<file path="src/rtl/blocked_duct_detector_assert.svh">
// ---------------------------------------------------------------------------
// Blocked duct detector assertion macros
// Shared property forms for the concurrent checks of the detector.
// ---------------------------------------------------------------------------
`ifndef BLOCKED_DUCT_DETECTOR_ASSERT_SVH
`define BLOCKED_DUCT_DETECTOR_ASSERT_SVH

// Same-cycle implication, disabled while reset is asserted.
`define BDD_ASSERT_NOW(lbl, clk, rst_n, ante, cons) \
  lbl: assert property (@(posedge clk) disable iff (!rst_n) (ante) |-> (cons)) \
    else $error("blocked duct detector: same-cycle check failed");

// Next-cycle implication, disabled while reset is asserted.
`define BDD_ASSERT_NEXT(lbl, clk, rst_n, ante, cons) \
  lbl: assert property (@(posedge clk) disable iff (!rst_n) (ante) |=> (cons)) \
    else $error("blocked duct detector: next-cycle check failed");

`endif

</file>
<file path="src/rtl/bdd_pkg.sv">
// ---------------------------------------------------------------------------
// Blocked duct detector package
// Widths, fit coefficients, band limits, margins and stage payload types.
// ---------------------------------------------------------------------------
package bdd_pkg;

  localparam int SPEED_W  = 12;
  localparam int LOW_W    = 9;
  localparam int DUTY_W   = 16;
  localparam int MARGIN_W = 11;
  localparam int H1_W     = 23;
  localparam int H2_W     = 34;
  localparam int H3_W     = 43;
  localparam int ACC_W    = 55;
  localparam int FRAC_W   = 24;
  localparam int EXP_W    = ACC_W - FRAC_W;
  localparam int LHS_W    = 41;
  localparam int CMP_W    = 42;

  localparam logic [SPEED_W-1:0] SPEED_MAX = 12'd4095;

  // Band limits in rpm.
  localparam logic [SPEED_W-1:0] LIM_LOW = 12'd350;
  localparam logic [SPEED_W-1:0] LIM_B1  = 12'd700;
  localparam logic [SPEED_W-1:0] LIM_B2  = 12'd800;
  localparam logic [SPEED_W-1:0] LIM_B3  = 12'd1250;
  localparam logic [SPEED_W-1:0] LIM_B4  = 12'd1550;

  // Margins in thousandths.
  localparam logic [MARGIN_W-1:0] M_LOW = 11'd1010;
  localparam logic [MARGIN_W-1:0] M_B1  = 11'd1001;
  localparam logic [MARGIN_W-1:0] M_B2  = 11'd1050;
  localparam logic [MARGIN_W-1:0] M_B3  = 11'd1100;
  localparam logic [MARGIN_W-1:0] M_B4  = 11'd1130;
  localparam logic [MARGIN_W-1:0] M_TOP = 11'd1100;

  // Fit coefficients in Q.48, rounded to nearest.
  localparam logic [H1_W-1:0]  Q48_A  = 23'd844;
  localparam logic [H1_W-1:0]  Q48_B  = 23'd5629500;
  localparam logic [H2_W-1:0]  Q48_C  = 34'd8444249301;
  localparam logic [H3_W-1:0]  Q48_D  = 43'd3096224743817;
  localparam logic [ACC_W-1:0] Q48_E  = 55'd2040665433654585;
  localparam logic [ACC_W-1:0] Q48_L1 = 55'd7149464408451;
  localparam logic [ACC_W-1:0] Q48_L0 = 55'd2152748769380768;

  localparam logic [ACC_W-1:0] ROUND_HALF = 55'd8388608;

  // Duty scale: 100 percent, 2^8 to reach Q.24, 1000 for the margin.
  localparam logic [LHS_W-1:0] DUTY_SCALE = 41'd25600000;

  typedef struct packed {
    logic                low;
    logic [LOW_W-1:0]    s9;
    logic [MARGIN_W-1:0] margin;
    logic [DUTY_W-1:0]   duty;
    logic [H1_W-1:0]     h1;
    logic [ACC_W-1:0]    lin;
  } s1_t;

  typedef struct packed {
    logic [MARGIN_W-1:0] margin;
    logic [DUTY_W-1:0]   duty;
    logic [ACC_W-1:0]    acc;
  } acc_t;

endpackage

</file>
<file path="src/rtl/bdd_flow.sv">
// ---------------------------------------------------------------------------
// Blocked duct detector pipeline flow control
// Per-stage valid bits and a ready chain that lets bubbles collapse on stall.
// ---------------------------------------------------------------------------
module bdd_flow #(
  parameter int NSTAGE = 7
) (
  input  logic              clk,
  input  logic              rst_n,
  input  logic              in_valid,
  output logic              in_ready,
  input  logic              out_ready,
  output logic [NSTAGE-1:0] en,
  output logic [NSTAGE-1:0] vld_r
);

  logic [NSTAGE-1:0] vld_nxt;
  logic [NSTAGE-1:0] rdy;

  always_comb begin
    rdy[NSTAGE-1] = !vld_r[NSTAGE-1] || out_ready;
    for (int k = NSTAGE - 2; k >= 0; k--) begin
      rdy[k] = !vld_r[k] || rdy[k+1];
    end
  end

  always_comb begin
    vld_nxt = vld_r;
    vld_nxt[0] = rdy[0] ? in_valid : vld_r[0];
    for (int k = 1; k < NSTAGE; k++) begin
      if (rdy[k]) begin
        vld_nxt[k] = vld_r[k-1];
      end
    end
  end

  always_ff @(posedge clk) begin
    if (!rst_n) begin
      vld_r <= '0;
    end else begin
      vld_r <= vld_nxt;
    end
  end

  assign en       = rdy;
  assign in_ready = rdy[0];

endmodule

</file>
<file path="src/rtl/bdd_front.sv">
// ---------------------------------------------------------------------------
// Blocked duct detector front stage
// Saturates a wider speed to 12 bits, picks the band margin and starts both fits.
// ---------------------------------------------------------------------------
module bdd_front #(
  parameter int SPEED_BITS = 12
) (
  input  logic                          clk,
  input  logic                          en,
  input  logic [SPEED_BITS-1:0]         speed,
  input  logic [bdd_pkg::DUTY_W-1:0]    duty,
  output bdd_pkg::s1_t                  s1_r
);

  logic [bdd_pkg::SPEED_W-1:0] sat;
  bdd_pkg::s1_t                s1_nxt;

  generate
    if (SPEED_BITS > bdd_pkg::SPEED_W) begin : g_sat
      assign sat = (speed > SPEED_BITS'(bdd_pkg::SPEED_MAX)) ? bdd_pkg::SPEED_MAX
                                                             : speed[bdd_pkg::SPEED_W-1:0];
    end else begin : g_ext
      assign sat = bdd_pkg::SPEED_W'(speed);
    end
  endgenerate

  always_comb begin
    s1_nxt.low  = sat < bdd_pkg::LIM_LOW;
    s1_nxt.s9   = sat[bdd_pkg::LOW_W-1:0];
    s1_nxt.duty = duty;
    priority if (sat < bdd_pkg::LIM_LOW) begin
      s1_nxt.margin = bdd_pkg::M_LOW;
    end else if (sat <= bdd_pkg::LIM_B1) begin
      s1_nxt.margin = bdd_pkg::M_B1;
    end else if (sat <= bdd_pkg::LIM_B2) begin
      s1_nxt.margin = bdd_pkg::M_B2;
    end else if (sat <= bdd_pkg::LIM_B3) begin
      s1_nxt.margin = bdd_pkg::M_B3;
    end else if (sat <= bdd_pkg::LIM_B4) begin
      s1_nxt.margin = bdd_pkg::M_B4;
    end else begin
      s1_nxt.margin = bdd_pkg::M_TOP;
    end
    s1_nxt.h1  = bdd_pkg::Q48_A * bdd_pkg::H1_W'(s1_nxt.s9) + bdd_pkg::Q48_B;
    s1_nxt.lin = bdd_pkg::Q48_L1 * bdd_pkg::ACC_W'(sat);
  end

  always_ff @(posedge clk) begin
    if (en) begin
      s1_r <= s1_nxt;
    end
  end

endmodule

</file>
<file path="src/rtl/bdd_poly.sv">
// ---------------------------------------------------------------------------
// Blocked duct detector fit stages
// Three Horner steps of the quartic fit beside the linear fit, then selection.
// ---------------------------------------------------------------------------
module bdd_poly (
  input  logic         clk,
  input  logic [2:0]   en,
  input  bdd_pkg::s1_t s1,
  output bdd_pkg::acc_t acc_r
);

  typedef struct packed {
    logic                         low;
    logic [bdd_pkg::LOW_W-1:0]    s9;
    logic [bdd_pkg::MARGIN_W-1:0] margin;
    logic [bdd_pkg::DUTY_W-1:0]   duty;
    logic [bdd_pkg::H2_W-1:0]     h2;
    logic [bdd_pkg::ACC_W-1:0]    lin;
  } p2_t;

  typedef struct packed {
    logic                         low;
    logic [bdd_pkg::LOW_W-1:0]    s9;
    logic [bdd_pkg::MARGIN_W-1:0] margin;
    logic [bdd_pkg::DUTY_W-1:0]   duty;
    logic [bdd_pkg::H3_W-1:0]     h3;
    logic [bdd_pkg::ACC_W-1:0]    lin;
  } p3_t;

  p2_t           p2_r, p2_nxt;
  p3_t           p3_r, p3_nxt;
  bdd_pkg::acc_t acc_nxt;
  logic [bdd_pkg::ACC_W-1:0] h4;

  always_comb begin
    p2_nxt.low    = s1.low;
    p2_nxt.s9     = s1.s9;
    p2_nxt.margin = s1.margin;
    p2_nxt.duty   = s1.duty;
    p2_nxt.h2     = bdd_pkg::H2_W'(s1.h1) * bdd_pkg::H2_W'(s1.s9) + bdd_pkg::Q48_C;
    p2_nxt.lin    = s1.lin + bdd_pkg::Q48_L0;
  end

  always_comb begin
    p3_nxt.low    = p2_r.low;
    p3_nxt.s9     = p2_r.s9;
    p3_nxt.margin = p2_r.margin;
    p3_nxt.duty   = p2_r.duty;
    p3_nxt.h3     = bdd_pkg::H3_W'(p2_r.h2) * bdd_pkg::H3_W'(p2_r.s9) + bdd_pkg::Q48_D;
    p3_nxt.lin    = p2_r.lin;
  end

  always_comb begin
    h4 = bdd_pkg::ACC_W'(p3_r.h3) * bdd_pkg::ACC_W'(p3_r.s9) + bdd_pkg::Q48_E;
    acc_nxt.margin = p3_r.margin;
    acc_nxt.duty   = p3_r.duty;
    acc_nxt.acc    = p3_r.low ? h4 : p3_r.lin;
  end

  always_ff @(posedge clk) begin
    if (en[0]) begin
      p2_r <= p2_nxt;
    end
    if (en[1]) begin
      p3_r <= p3_nxt;
    end
    if (en[2]) begin
      acc_r <= acc_nxt;
    end
  end

endmodule

</file>
<file path="src/rtl/bdd_judge.sv">
// ---------------------------------------------------------------------------
// Blocked duct detector decision stages
// Rounds the expected duty, scales both sides and compares them.
// ---------------------------------------------------------------------------
module bdd_judge (
  input  logic          clk,
  input  logic [2:0]    en,
  input  bdd_pkg::acc_t acc,
  output logic          flag_r
);

  typedef struct packed {
    logic [bdd_pkg::MARGIN_W-1:0] margin;
    logic [bdd_pkg::EXP_W-1:0]    expv;
    logic [bdd_pkg::LHS_W-1:0]    lhs;
  } j5_t;

  typedef struct packed {
    logic [bdd_pkg::CMP_W-1:0] rhs;
    logic [bdd_pkg::CMP_W-1:0] lhs;
  } j6_t;

  j5_t  j5_r, j5_nxt;
  j6_t  j6_r, j6_nxt;
  logic flag_nxt;
  logic [bdd_pkg::ACC_W-1:0] rounded;

  always_comb begin
    rounded       = acc.acc + bdd_pkg::ROUND_HALF;
    j5_nxt.margin = acc.margin;
    j5_nxt.expv   = rounded[bdd_pkg::ACC_W-1:bdd_pkg::FRAC_W];
    j5_nxt.lhs    = bdd_pkg::LHS_W'(acc.duty) * bdd_pkg::DUTY_SCALE;
  end

  always_comb begin
    j6_nxt.rhs = bdd_pkg::CMP_W'(j5_r.expv) * bdd_pkg::CMP_W'(j5_r.margin);
    j6_nxt.lhs = bdd_pkg::CMP_W'(j5_r.lhs);
  end

  assign flag_nxt = j6_r.lhs > j6_r.rhs;

  always_ff @(posedge clk) begin
    if (en[0]) begin
      j5_r <= j5_nxt;
    end
    if (en[1]) begin
      j6_r <= j6_nxt;
    end
    if (en[2]) begin
      flag_r <= flag_nxt;
    end
  end

endmodule

</file>
<file path="src/rtl/blocked_duct_detector.sv">
// ---------------------------------------------------------------------------
// Blocked duct detector
// Flags a blocked duct when the duty exceeds the banded expected duty.
// ---------------------------------------------------------------------------
// The detector takes one item per clock while in_tready is high and returns
// one flag for every item through a seven-stage pipeline: band and fit start,
// three Horner steps of the quartic fit, rounding, margin scaling and the
// final compare. Each stage carries its own valid bit, so a stalled output
// holds only the stages behind it that are full and empty stages keep taking
// items.
module blocked_duct_detector #(
  parameter int SPEED_BITS = 12
) (
  input  logic                                      clk,
  input  logic                                      rst_n,
  input  logic                                      in_tvalid,
  output logic                                      in_tready,
  // Fields from bit 0: fan_speed_rpm[SPEED_BITS], duty_fraction[16], zero fill.
  input  logic [((SPEED_BITS + bdd_pkg::DUTY_W + 7) / 8) * 8 - 1:0] in_tdata,
  output logic                                      out_tvalid,
  input  logic                                      out_tready,
  // Fields from bit 0: duct_blocked[1], zero fill.
  output logic [7:0]                                out_tdata
);

  localparam int NSTAGE = 7;
  localparam int OUT_W  = 8;

  logic [NSTAGE-1:0] en;
  logic [NSTAGE-1:0] vld_r;
  bdd_pkg::s1_t      s1_r;
  bdd_pkg::acc_t     acc_r;
  logic              flag_r;

  bdd_flow #(
    .NSTAGE(NSTAGE)
  ) u_flow (
    .clk       (clk),
    .rst_n     (rst_n),
    .in_valid  (in_tvalid),
    .in_ready  (in_tready),
    .out_ready (out_tready),
    .en        (en),
    .vld_r     (vld_r)
  );

  bdd_front #(
    .SPEED_BITS(SPEED_BITS)
  ) u_front (
    .clk   (clk),
    .en    (en[0]),
    .speed (in_tdata[SPEED_BITS-1:0]),
    .duty  (in_tdata[SPEED_BITS +: bdd_pkg::DUTY_W]),
    .s1_r  (s1_r)
  );

  bdd_poly u_poly (
    .clk   (clk),
    .en    (en[3:1]),
    .s1    (s1_r),
    .acc_r (acc_r)
  );

  bdd_judge u_judge (
    .clk    (clk),
    .en     (en[6:4]),
    .acc    (acc_r),
    .flag_r (flag_r)
  );

  assign out_tvalid = vld_r[NSTAGE-1];
  assign out_tdata  = {{(OUT_W - 1){1'b0}}, flag_r};

`include "blocked_duct_detector_assert.svh"

  `BDD_ASSERT_NOW(a_ready_when_out_empty, clk, rst_n, !out_tvalid, in_tready)
  `BDD_ASSERT_NOW(a_full_stall_blocks, clk, rst_n, out_tvalid && !out_tready && (&vld_r), !in_tready)
  `BDD_ASSERT_NEXT(a_accept_fills_front, clk, rst_n, in_tvalid && in_tready, vld_r[0])

endmodule
</file>
<file path="config.mk">
export PLATFORM = sky130hd
export DESIGN_NAME = blocked_duct_detector
export DESIGN_NICKNAME = d
export VERILOG_FILES = /design/src/rtl/bdd_pkg.sv /design/src/rtl/bdd_flow.sv /design/src/rtl/bdd_front.sv /design/src/rtl/bdd_poly.sv /design/src/rtl/bdd_judge.sv /design/src/rtl/blocked_duct_detector.sv
export VERILOG_INCLUDE_DIRS = /design/src /design/src/rtl
export SDC_FILE = /design/constraint.sdc
export NUM_CORES = 2
export LEC_CHECK = 0
export ABC_CLOCK_PERIOD_IN_PS = 8530
export CAP_MARGIN = 20
export CORE_MARGIN = 2
export CORE_UTILIZATION = 59
export CTS_CLUSTER_DIAMETER = 100
export DETAILED_ROUTE_END_ITERATION = 7
export DONT_BUFFER_PORTS = 1
export GPL_ROUTABILITY_DRIVEN = 0
export PLACE_DENSITY = 0.75
export SYNTH_ARGS = -nofsm -noshare
export SYNTH_HDL_FRONTEND = slang
export SYNTH_SLANG_ARGS = --single-unit
</file>
<file path="constraint.sdc">
create_clock -name clk -period 8.53 [get_ports clk]
set_clock_uncertainty 0.05 [all_clocks]
set_input_delay 0.4265 -clock clk [delete_from_list [all_inputs] [get_ports clk]]
set_output_delay 0.4265 -clock clk [all_outputs]
set_load 0.03 [all_outputs]
</file>
# Word level (Yosys, flattened, before mapping)
# Cells that the tools add are included.
totals:
  output_inout_bits: 10
  register_bits: 606
  in_bits: 36
  word_cells: 76
classes:
  muxes: 5
  magnitude_cmp: 6
  mul: 7
  n_reduce_logical: 16
  add_sub_neg: 6
ops:
  columns: ["operator", "count"]
  rows:
  - ["adder 55 x 24 -> 55 bit (second input constant)", 1]
  - ["adder 55 x 51 -> 55 bit (second input constant)", 1]
  - ["multiplier 43 x 12 -> 55 bit (first input constant)", 1]
  - ["two-way mux 55 bit", 1]
  - ["adder 52 x 51 -> 53 bit (second input constant)", 1]
  - ["multiplier 43 x 9 -> 52 bit", 1]
  - ["adder 43 x 42 -> 43 bit (second input constant)", 1]
  - ["multiplier 34 x 9 -> 43 bit", 1]
  - ["greater-than comparator 41 x 42 -> 1 bit", 1]
  - ["multiplier 31 x 11 -> 42 bit", 1]
  - ["adder 32 x 33 -> 34 bit (second input constant)", 1]
  - ["multiplier 23 x 9 -> 32 bit", 1]
  - ["multiplier 16 x 12 -> 28 bit (second input constant)", 1]
  - ["<= comparator 12 x 10 -> 1 bit (second input constant)", 2]
  - ["<= comparator 12 x 11 -> 1 bit (second input constant)", 2]
  - ["adder 19 x 23 -> 23 bit (second input constant)", 1]
  - ["two-way mux 11 bit", 2]
  - ["multiplier 8 x 9 -> 17 bit (first input constant)", 1]
  - ["less-than comparator 12 x 9 -> 1 bit (second input constant)", 1]
  - ["zero test 1 bit", 7]
  - ["logical OR 1 bit", 7]
  - ["two-way mux 6 bit", 1]
  - ["two-way mux 5 bit", 1]
  - ["OR reduction 3 bit", 1]
  - ["OR reduction 2 bit", 1]

# Longest topological paths before layout
logic_depth:
  depth_word: 8
  mapped_depth: 24

# Modules after synthesis
# From an unflattened synthesis, not the netlist that was laid out.
unflattened:
  cells_unflattened: 7254
  hier_area_um2: 73600.6
by_module_without_submodules:
  columns: ["module", "area_per_inst_um2", "n_inst", "seq_area_each_um2", "cells_each"]
  rows:
  - ["bdd_poly", 41623.7, 1, 10299.9, 4109]
  - ["bdd_judge", 19254.7, 1, 4234.1, 1918]
  - ["bdd_front", 12368.1, 1, 3213.1, 1187]
  - ["bdd_flow", 290.3, 1, 140.1, 31]
  - ["blocked_duct_detector", 63.8, 1, 0.0, 9]

# Worst setup path before layout
# OpenSTA, ideal clock, no wires.
synth_timing:
  path_type: "flip-flop to flip-flop"
  startpoint: "register u_poly.p3_r[127] in the netlist's numbering"
  endpoint: "register, netlist name u_poly.acc_r[51]"
  setup_time_ns: 0.260
  path_stages_with_launch: 24
  path_buffers: 2
  synth_period_minus_slack_ns: 6.158
  t_arrival_ns: 5.848
  setup_slack_ns: 2.372
  path_cell_list: "edfxtp_1 clkbuf_1 clkbuf_1 nand2_1 fa_1 inv_1 fa_1 inv_1 fa_1 inv_1 fa_1 inv_1 fa_1 inv_1 ha_1 nand4_1 or4_1 o211ai_2 o21ai_2 a2111oi_4 nor2_2 o31ai_2 xor2_1 mux2_2"
synth_lines:
  columns: ["element", "line_no", "source"]
  rows:
  - ["from (decl)", "bdd_poly.sv:31", "p3_t p3_r, p3_nxt;"]
  - ["from (signal assigned)", "bdd_poly.sv:65", "p3_r <= p3_nxt;"]

==> Flow_metrics.wiki <==
{| class="wikitable"
! Metric !! Value
|-
| Element type at the critical path end || flop
|-
| Final cell count without fillers || 7956
|-
| Most used routing layer in global routing || met2
|-
| Largest cells by area after synthesis || sky130_fd_sc_hd__fa_1 31%, sky130_fd_sc_hd__edfxtp_1 23%, sky130_fd_sc_hd__ha_1 14%, sky130_fd_sc_hd__inv_1 6.9%, sky130_fd_sc_hd__nand2_1 4.5%
|-
| Starting Density || 59.53%
|-
| Number of warning messages in the yosys log || 0
|-
| Wire length of the first global-routing pass || 241400 um
|-
| Antenna violations before repair || 3
|-
| DIE AREA || 0.1164 sq mm
|-
| Final critical delay including setup and external delays || approximately 7 ns
|-
| Vias in the first global route || 46720
|-
| Layout fillers || 8952
|-
| Maximum number of pins on one net before global-route repair || between 70 and 80
|-
| Detailed-route vias per instance || 5.619
|-
| Largest buffer count on any clock path || 3
|-
| Clock tree from TritonCTS || built
|-
| # IOs || 46
|-
| Crit share post-route || about 82%
|-
| Nature of the critical path startpoint || flop
|-
| Maximum level of the CTS H-tree || 2
|-
| Post-synthesis sequential element count || 515
|-
| Top-count cell post-synth || sky130_fd_sc_hd__inv_1
|-
| Number of placed instances, taps included || about 7800
|-
| Met1 global-route usage || approximately a third
|-
| Clk Latency, worst-skew pair || 0.66 ns
|-
| Sequential-to-total area share from yosys stat || 22.96%
|-
| Arrival time of the worst setup path || 7.36 ns
|-
| Fin. Hold Viols || 0
|-
| Num rows || 123
|-
| Share of cells above drive strength 1 || 3.068%
|-
| Most frequent cell on the critical path || sky130_fd_sc_hd__fa_1
|-
| Number of buffers inserted by port buffering || 0
|-
| Remaining Overflow, GRT || 0
|-
| Share of async-settable or async-resettable flops after synthesis || 0%
|-
| Routing usage on met2 || between 40 and 50%
|-
| Number of optimization iterations in the first detailed-route pass || 8
|-
| Gr usage total || 26.11%
|-
| Post-route ant nets || 0
|-
| Commonest cells post-synth || 1229 x sky130_fd_sc_hd__inv_1, 1050 x sky130_fd_sc_hd__fa_1, 809 x sky130_fd_sc_hd__nand2_1
|-
| Post-Synthesis Mean Instance Area || 10.30 sq um
|-
| Cell count after synthesis || 6510
|-
| Gates resized, CTS repair || 0
|-
| Critical Path Max Stage Delay || 1.09 ns
|-
| Final setup violation count || 0
|-
| Post-synth EDFFs || between 500 and 600
|-
| Share of the synthesized area in the top cell type || 31.35%
|-
| Max Slew Vio Count || 0
|-
| Total clock buffers created by CTS || 57
|-
| Worst path cell trace || nand2_1 -> fa_1 -> fa_1 -> fa_1 -> inv_1 -> fa_1 -> inv_1 -> fa_1 -> inv_1 -> ha_1 -> a211o_1 -> or3_1 -> or3_1 -> a31oi_1 -> o21a_1 -> o21bai_1 -> a21oi_1 -> o221a_2 -> o21bai_1 -> xor2_1
|-
| Setup Total Neg Slack || 0 ns
|-
| Unrepaired setup endpoints after global routing || false
|-
| Worst endpoint required time || 8.87 ns
|-
| Area of the placeable core || 0.1127 sq mm
|-
| CP top delay family || adder cells
|-
| Library cell used as clock root buffer || sky130_fd_sc_hd__clkbuf_16
|-
| Global Route met3 Usage || between 3 and 4%
|-
| Cell type with the highest aggregate area in the netlist || sky130_fd_sc_hd__fa_1
|-
| Outcome || complete, but fails checks
|-
| Most frequently used flop master after synthesis || sky130_fd_sc_hd__edfxtp_1
|-
| Slew @ Worst Pin || 1.123 ns
|-
| Number of sinks handled by clock tree synthesis || between 500 and 600
|-
| Count of max-cap constraint violations || 0
|-
| Width of the die || 341.1 um
|-
| Highest achievable clock rate || 142.4 MHz
|-
| Cell type of the slowest stage on the worst timing path || sky130_fd_sc_hd__edfxtp_1
|-
| Drt total wl || 148000 um
|-
| Height of the chip || around 340 um
|-
| First DRT Iteration DRCs || 3150
|-
| Type of the setup path with the least slack || reg2reg
|-
| Largest fanout on the critical path || 31
|-
| Count of unresolved DRC violations after routing || 3
|-
| Detailed placer's ending HPWL || 117800 um
|-
| Layout area overhead || 5.342%
|-
| Max-slew headroom || 25.13%
|-
| Final cell utilization of the core || 62.71%
|-
| WL/cell || 18.60 um
|-
| Post-layout net count || 8236
|-
| Tightest Hold Check Type || in2reg
|-
| CP bufs+invs || 3
|-
| Distinct cell type count after synthesis || 86
|-
| Violations in the final reports || design-rule violations
|-
| Synth Cell Area || 0.06706 sq mm
|-
| Clock slew at the register clock pins of the worst setup and hold paths || 0.06 ns
|-
| Number of vias after detailed routing || approximately 45000
|}
-- final timing paths --
| kind | cells past startpoint | slack (ns) | end | startpoint |
|---|---|---|---|---|
| worst min register to register | 0 | 0.36 | u_judge.j5_r[78] | u_poly.acc_r[77] |
| worst max register to register | 20 | 1.51 | u_judge.j6_r[76] | u_judge.j5_r[81] |
| worst min-delay path | 3 | 0.06 | u_front.s1_r[60] | in_tdata[0] |
| worst max-delay path | 20 | 1.51 | u_judge.j6_r[76] | u_judge.j5_r[81] |
-- timing repair --
item | in CTS | in global routing
endpoints found under the hold margin | 35 | 0
setup buffers | 0 | 0
hold buffers | 28 | 0
-- worst min-delay path, delay by kind of cell --
family | cells | cell delay, ns
and+or+nand+nor | 3 | 0.22
-- cell usage in the layout, fill, tap and decap left out, drive strengths merged, types with 19 or more instances in the layout --
master          n
clkbuf         62
dlygate4sd3    28
nand3          67
nand2b         23
and2          481
a21oi         220
xor2           93
o21bai         38
xnor2         191
a21o          140
inv          1236
o21ai         104
clkinv         27
buf            35
mux2           24
nor2          126
nor3           40
ha            744
nor2b          37
edfxtp        508
and3           37
fa           1050
nand2         809
nand4          46
o21a           21
a31oi          26
a211oi         19
-- cell families after synthesis --
kind of cell             after synthesis  share of synthesized area [%]
buffers and inverters               1461                          8.234
AND/OR/NAND/NOR                     1730                          12.54
multiplexers                          28                         0.4627
AO/OA/AOI/OAI                        697                          6.861
flip-flops                           515                          22.96
other                                  1                       0.005592
XOR/XNOR                             284                          3.709
adder cells (fa/ha/maj)             1794                          45.23
-- routing by layer --
layer | vias up | share of wire [%]
met5 | - | 0.0088
met4 | 2 | 2.7
met3 | 252 | 6.4
met2 | 1391 | 50
met1 | 22560 | 41
li1 | 20500 | -
-- area by class of cell --
cell class                 instances  area, sq um  area share (%)
antenna                            2        5.005        0.007085
clock buffer                      62         1445           2.046
clock inverter                    45        523.0          0.7404
inverter                        1229         4616           6.534
multi-input combinational       4540        46180           65.38
sequential                       515        15390           21.79
tap                             1500         1877           2.657
timing repair buffer              63        598.1          0.8466
-- through the flow --
step	cell area [sq um]	hold slack, ns	worst slack, ns
floorplan	67080	0.3503	2.372
global placement	68300	0.3509	1.627
detailed placement	68300	0.3545	1.504
CTS	70550	0.02239	1.513
global route	70640	0.06988	1.100
finish	70640	0.05507	1.508
-- state kept, by name (all words and copies together) (netlist names) --
signal,flops
u_judge.flag_r,1
u_front.s1_r,103
u_poly.p3_r,85
u_judge.j6_r,70
u_poly.acc_r,57
u_poly.p2_r,99
u_flow.vld_r,7
u_judge.j5_r,68
u_poly.acc_nxt,25
Power is left out: the tool's default activity adds up to more than one toggle a clock period on the data nets, which glitch-free logic cannot reach.
